`config.mk`:
```
export PLATFORM = sky130hd
export DESIGN_NAME = fpa_div_cell
export DESIGN_NICKNAME = d
export VERILOG_FILES = /design/src/rtl/fpa_pkg.sv /design/src/rtl/fpa_div_cell.sv
export SDC_FILE = /design/constraint.sdc
export NUM_CORES = 1
export LEC_CHECK = 0
export BUFFER_PORTS_ARGS = -buffer_cell sky130_fd_sc_hd__buf_2
export CAP_MARGIN = 10
export CORE_MARGIN = 2
export CORE_UTILIZATION = 52
export DETAILED_ROUTE_END_ITERATION = 8
export PLACE_DENSITY_LB_ADDON = 0.2
export SYNTH_ARGS = -nofsm -noshare
export SYNTH_HDL_FRONTEND = slang
export SYNTH_SLANG_ARGS = --single-unit
```
`constraint.sdc`:
```
create_clock -name clk -period 5.95 [get_ports clk]
set_clock_uncertainty 0.2 [all_clocks]
set_input_delay 1.19 -clock clk [delete_from_list [all_inputs] [get_ports clk]]
set_output_delay 1.19 -clock clk [all_outputs]
set_load 0.05 [all_outputs]
```
`src/rtl/fpa_pkg.sv`:
```
// fpa_pkg: shared types and constants for the fixed-point alu
// word widths, operation codes and the lane record passed along the divider chain
// no dependencies
package fpa_pkg;

  localparam int FRAC_BITS = 8;
  localparam int WORD_W    = 32;
  localparam int PROD_W    = 2 * WORD_W;
  localparam int NUM_W     = WORD_W + FRAC_BITS;
  localparam int REM_W     = WORD_W + 1;

  typedef enum logic [3:0] {
    FN_ADD      = 4'd0,
    FN_SUB      = 4'd1,
    FN_MUL      = 4'd2,
    FN_DIV      = 4'd3,
    FN_MIN      = 4'd4,
    FN_MAX      = 4'd5,
    FN_INC      = 4'd6,
    FN_DEC      = 4'd7,
    FN_TO_INT   = 4'd8,
    FN_FROM_INT = 4'd9
  } fpa_func_t;

  typedef struct packed {
    logic              valid;
    logic [3:0]        func;
    logic [WORD_W-1:0] res;
    logic              less;
    logic              equal;
    logic              greater;
    logic              dz;
    logic              neg;
    logic [REM_W-1:0]  rem;
    logic [NUM_W-1:0]  qn;
    logic [WORD_W-1:0] den;
  } fpa_lane_t;

endpackage

```
`src/rtl/fpa_div_cell.sv`:
```
// fpa_div_cell: one restoring-division step, one quotient bit per cell
// depends on fpa_pkg
module fpa_div_cell import fpa_pkg::*; (
  input  logic      clk,
  input  logic      rst_n,
  input  logic      en,
  input  fpa_lane_t lane_i,
  output fpa_lane_t lane_o
);

  fpa_lane_t        lane_nxt, lane_r;
  logic [REM_W-1:0] rem_sh;
  logic             ge;

  always_comb begin
    rem_sh       = {lane_i.rem[REM_W-2:0], lane_i.qn[NUM_W-1]};
    ge           = rem_sh >= {1'b0, lane_i.den};
    lane_nxt     = lane_i;
    lane_nxt.rem = ge ? (rem_sh - {1'b0, lane_i.den}) : rem_sh;
    // dividend bits leave at the top, quotient bits enter at the bottom
    lane_nxt.qn  = {lane_i.qn[NUM_W-2:0], ge};
  end

  always_ff @(posedge clk) begin
    if (!rst_n) begin
      lane_r.valid <= 1'b0;
    end else if (en) begin
      lane_r.valid <= lane_nxt.valid;
    end
    if (en) begin
      lane_r.func    <= lane_nxt.func;
      lane_r.res     <= lane_nxt.res;
      lane_r.less    <= lane_nxt.less;
      lane_r.equal   <= lane_nxt.equal;
      lane_r.greater <= lane_nxt.greater;
      lane_r.dz      <= lane_nxt.dz;
      lane_r.neg     <= lane_nxt.neg;
      lane_r.rem     <= lane_nxt.rem;
      lane_r.qn      <= lane_nxt.qn;
      lane_r.den     <= lane_nxt.den;
    end
  end

  assign lane_o = lane_r;

endmodule

```
==> results by group <==
CTS
  • CTS sink count: 147
  • Root Driver: clkbuf_16
  • CTS buffer count: 17
  • Post_cts resized: 0
  • Clk pin slew, worst setup/hold paths: 0.06 ns
  • H-Tree Depth: 4
  • Skew-Pair Late Insertion Delay: 0.42 ns
  • CTS hold repair buffers: 0
  • Post-CTS setup buffers: 0
  • Clock Tree Buf Depth: 2
  • CTS tree: done

GRT
  • Number of global-route vias before repair: 5031
  • Met3 usage: 6.03%
  • Initial antenna violation count: 1
  • Met2 GRT Util: 43.0%
  • GRT Total Usage: 24.2%
  • Global-route wire length before repair: 26.2 mm
  • Largest net degree at the start of global routing: 108
  • Top Usage Layer GRT: met2
  • Met1 Use GR: 28.0%
  • Gr ovfl total: 0

Synthesis
  • Synth cell count leaders: edfxtp_1, nand2_1, o21ai_0
  • Post-synth EDFFs: 146
  • Mux share of post-synthesis cell area: 0.311%
  • Syn Inst Count: 525
  • Synth cell types: 61
  • Largest family of logic cells by synthesized area: compound AO/OA/AOI/OAI gates
  • Synthesized area per cell: 13.0 um^2
  • Synth warn: 0
  • Ys async rst share: 0%
  • Count leader, synth: edfxtp_1
  • Register area share after synthesis: 64.3%
  • Simple-gate share of the synthesized area: 8.79%
  • Cell Area, Synth: 6850 um^2
  • Synth Area in XOR/XNOR: 3.45%
  • Synth Area in Adders: 6.14%
  • Compound-Gate Fraction of Synth Area: 13.6%
  • Top_reg_cell synth: edfxtp_1
  • Synth top area share: 64.0%
  • Yosys reg bits: 147
  • Synth area leaders: edfxtp_1, ha_1, o21ai_0, nand2_1, xor2_1
  • Post-Syn Nets: 708
  • Synth area leader: edfxtp_1

Timing
  • Hold WS: 0.369 ns
  • Slew HR: 33.8%
  • Hold Fails Final Rpt: 0
  • Fmax: 250 MHz
  • RSZ-0062 raised after global routing: false
  • Setup-failing EPs final: 0
  • Tcrit/Tclk final: 67.1%
  • Tightest Pin Transition: 0.989 ns
  • Max-slew violations: 0
  • Minimum clock period: 3.99 ns
  • Setup TNS: 0 ns

Cells and area
  • Area Overhead vs Synth: 31.6%
  • Layout cells sized above 1: 40.7%
  • Fin nets: 1008
  • # diodes: 0
  • Max FFs per register: 147
  • Layout Utilization: 70.8%
  • # fillers: 963

Critical path
  • Critical setup path kind: in2reg
  • Data required, critical path: 5.91 ns
  • CP startpoint kind: input pin
  • CP Max Fanout: 65
  • CP arrival: 3.96 ns
  • CP endpoint kind: flop

Pwr
  • Pleak: 4.05 nW
  • Peak supply drop: 0.000170 V
  • Pint: 0.00205 W
  • Pwr per Cell Area: 345 nW/um^2
  • Clk network pwr share: 31.8%
  • Psw: 0.00105 W
  • Logic pwr share: 26.7%
  • Sequential power share: 41.5%
  • Switching part of the total: 33.9%

Floorplan
  • I/O pins: 297
  • Die ar.: 14100 um^2
  • Die X-Extent: 119 um
  • Core area: 12700 um^2
  • Starting Density: 53.8%
  • Die Ht: 119 um
  • Row count: 41

Drt
  • Antenna viol nets, final: 0
  • Via Count: 5269
  • Routed WL: 17.3 mm
  • DR iter-0 viols: 366
  • Routed wire length per instance: 17.1 um
  • DR vias/cell: 5.22
  • DR pass1 iterations: 5
  • DR DRC count: 0

Flow run
  • Max Cap Viol: 0

Placement
  • RePlAce Congestion: 0.932
  • Placed wire-length estimate: 13.1 mm
  • Port Buffers: 295

Outcome
  • Status: complete, no violations

Worst hold path
  • Worst hold path class: reg2reg
==> through the flow <==
step / worst slack, ns / instance area (um^2) / power, W / instances
floorplan: 2.27 / 6850 / 0.00192 / 525
global placement: 1.55 / 8470 / 0.00213 / 978
detailed placement: 1.46 / 8470 / 0.00214 / 978
CTS: 1.91 / 9010 / 0.00313 / 1009
global route: 1.52 / 9010 / 0.00322 / 1009
finish: 1.96 / 9010 / 0.00311 / 1009
==> worst max-delay path: stages <==
cell	delay [ns]
buf_2	0.12
inv_1	0.05
ha_1	0.33
nor2b_1	0.17
o31ai_2	0.33
a211oi_1	0.19
o211ai_2	0.25
nand4_2	0.16
nand2_2	0.74
inv_2	0.12
o21ai_0	0.22
nor3_1	0.08
==> cells in the final DEF (no fill, tap or decap), types with 3 or more instances in the layout <==
master	n
nand3_1	8
inv_1	38
nor2_1	20
nand2b_1	8
o211ai_1	3
clkinvlp_4	4
xor2_1	18
nor3_1	3
o21a_1	5
nor3b_1	3
and3_1	3
o21bai_1	3
buf_2	294
nand4_1	4
a21o_1	19
nand2_1	57
a211oi_1	6
and2_1	6
o21ai_1	5
nor2b_1	5
ha_1	32
a21oi_1	26
clkbuf_16	17
edfxtp_1	146
o21ai_0	44
xnor2_1	9
==> path summary, 6_finish.rpt <==
path | startpoint | end | slack (ns) | depth (start not counted)
setup / recovery | lane_i[1] | lane_o[100]$_DFFE_PP_ | 1.96 | 12
hold reg to reg | lane_o[146]$_SDFFE_PN0P_ | lane_o[146]$_SDFFE_PN0P_ | 0.37 | 2
hold / removal | lane_o[146]$_SDFFE_PN0P_ | lane_o[146]$_SDFFE_PN0P_ | 0.37 | 2
setup reg to reg | lane_o[146]$_SDFFE_PN0P_ | lane_o[146]$_SDFFE_PN0P_ | 5.06 | 2
==> final cells by class <==
cell class	instances	area [um^2]	share of cell area, %
timing repair buffer	296	1490	16.5
tap	172	215	2.39
sequential	147	4400	48.9
clock buffer	19	433	4.80
multi-input combinational	324	2210	24.6
clock inverter	12	109	1.21
inverter	39	146	1.62
==> power by group through the flow <==
stage,registers (W),logic [W],clock network [W]
after global routing,0.00130,0.000882,0.00104
after CTS,0.00129,0.000833,0.00101
after global placement,0.00131,0.000819,0
after detailed placement,0.00131,0.000830,0
after floorplan,0.00168,0.000239,0
final,0.00129,0.000830,0.000987
==> cells by family after synthesis <==
| logic type | Yosys count |
|---|---|
| DFF | 147 |
| buffers and inverters | 54 |
| and+or+nand+nor | 126 |
| xor gates and xnor gates | 27 |
| AOI/OAI and AO/OA | 136 |
| adders and majority gates | 33 |
| muxes | 2 |
==> per-layer routing <==
| layer | part of all wire, % | vias up |
|---|---|---|
| met5 | 0.075 | - |
| li1 | - | 2552 |
| met1 | 39 | 2455 |
| met3 | 6.6 | 35 |
| met2 | 52 | 225 |
| met4 | 2.8 | 2 |
Power figures use the tool's default switching activity.
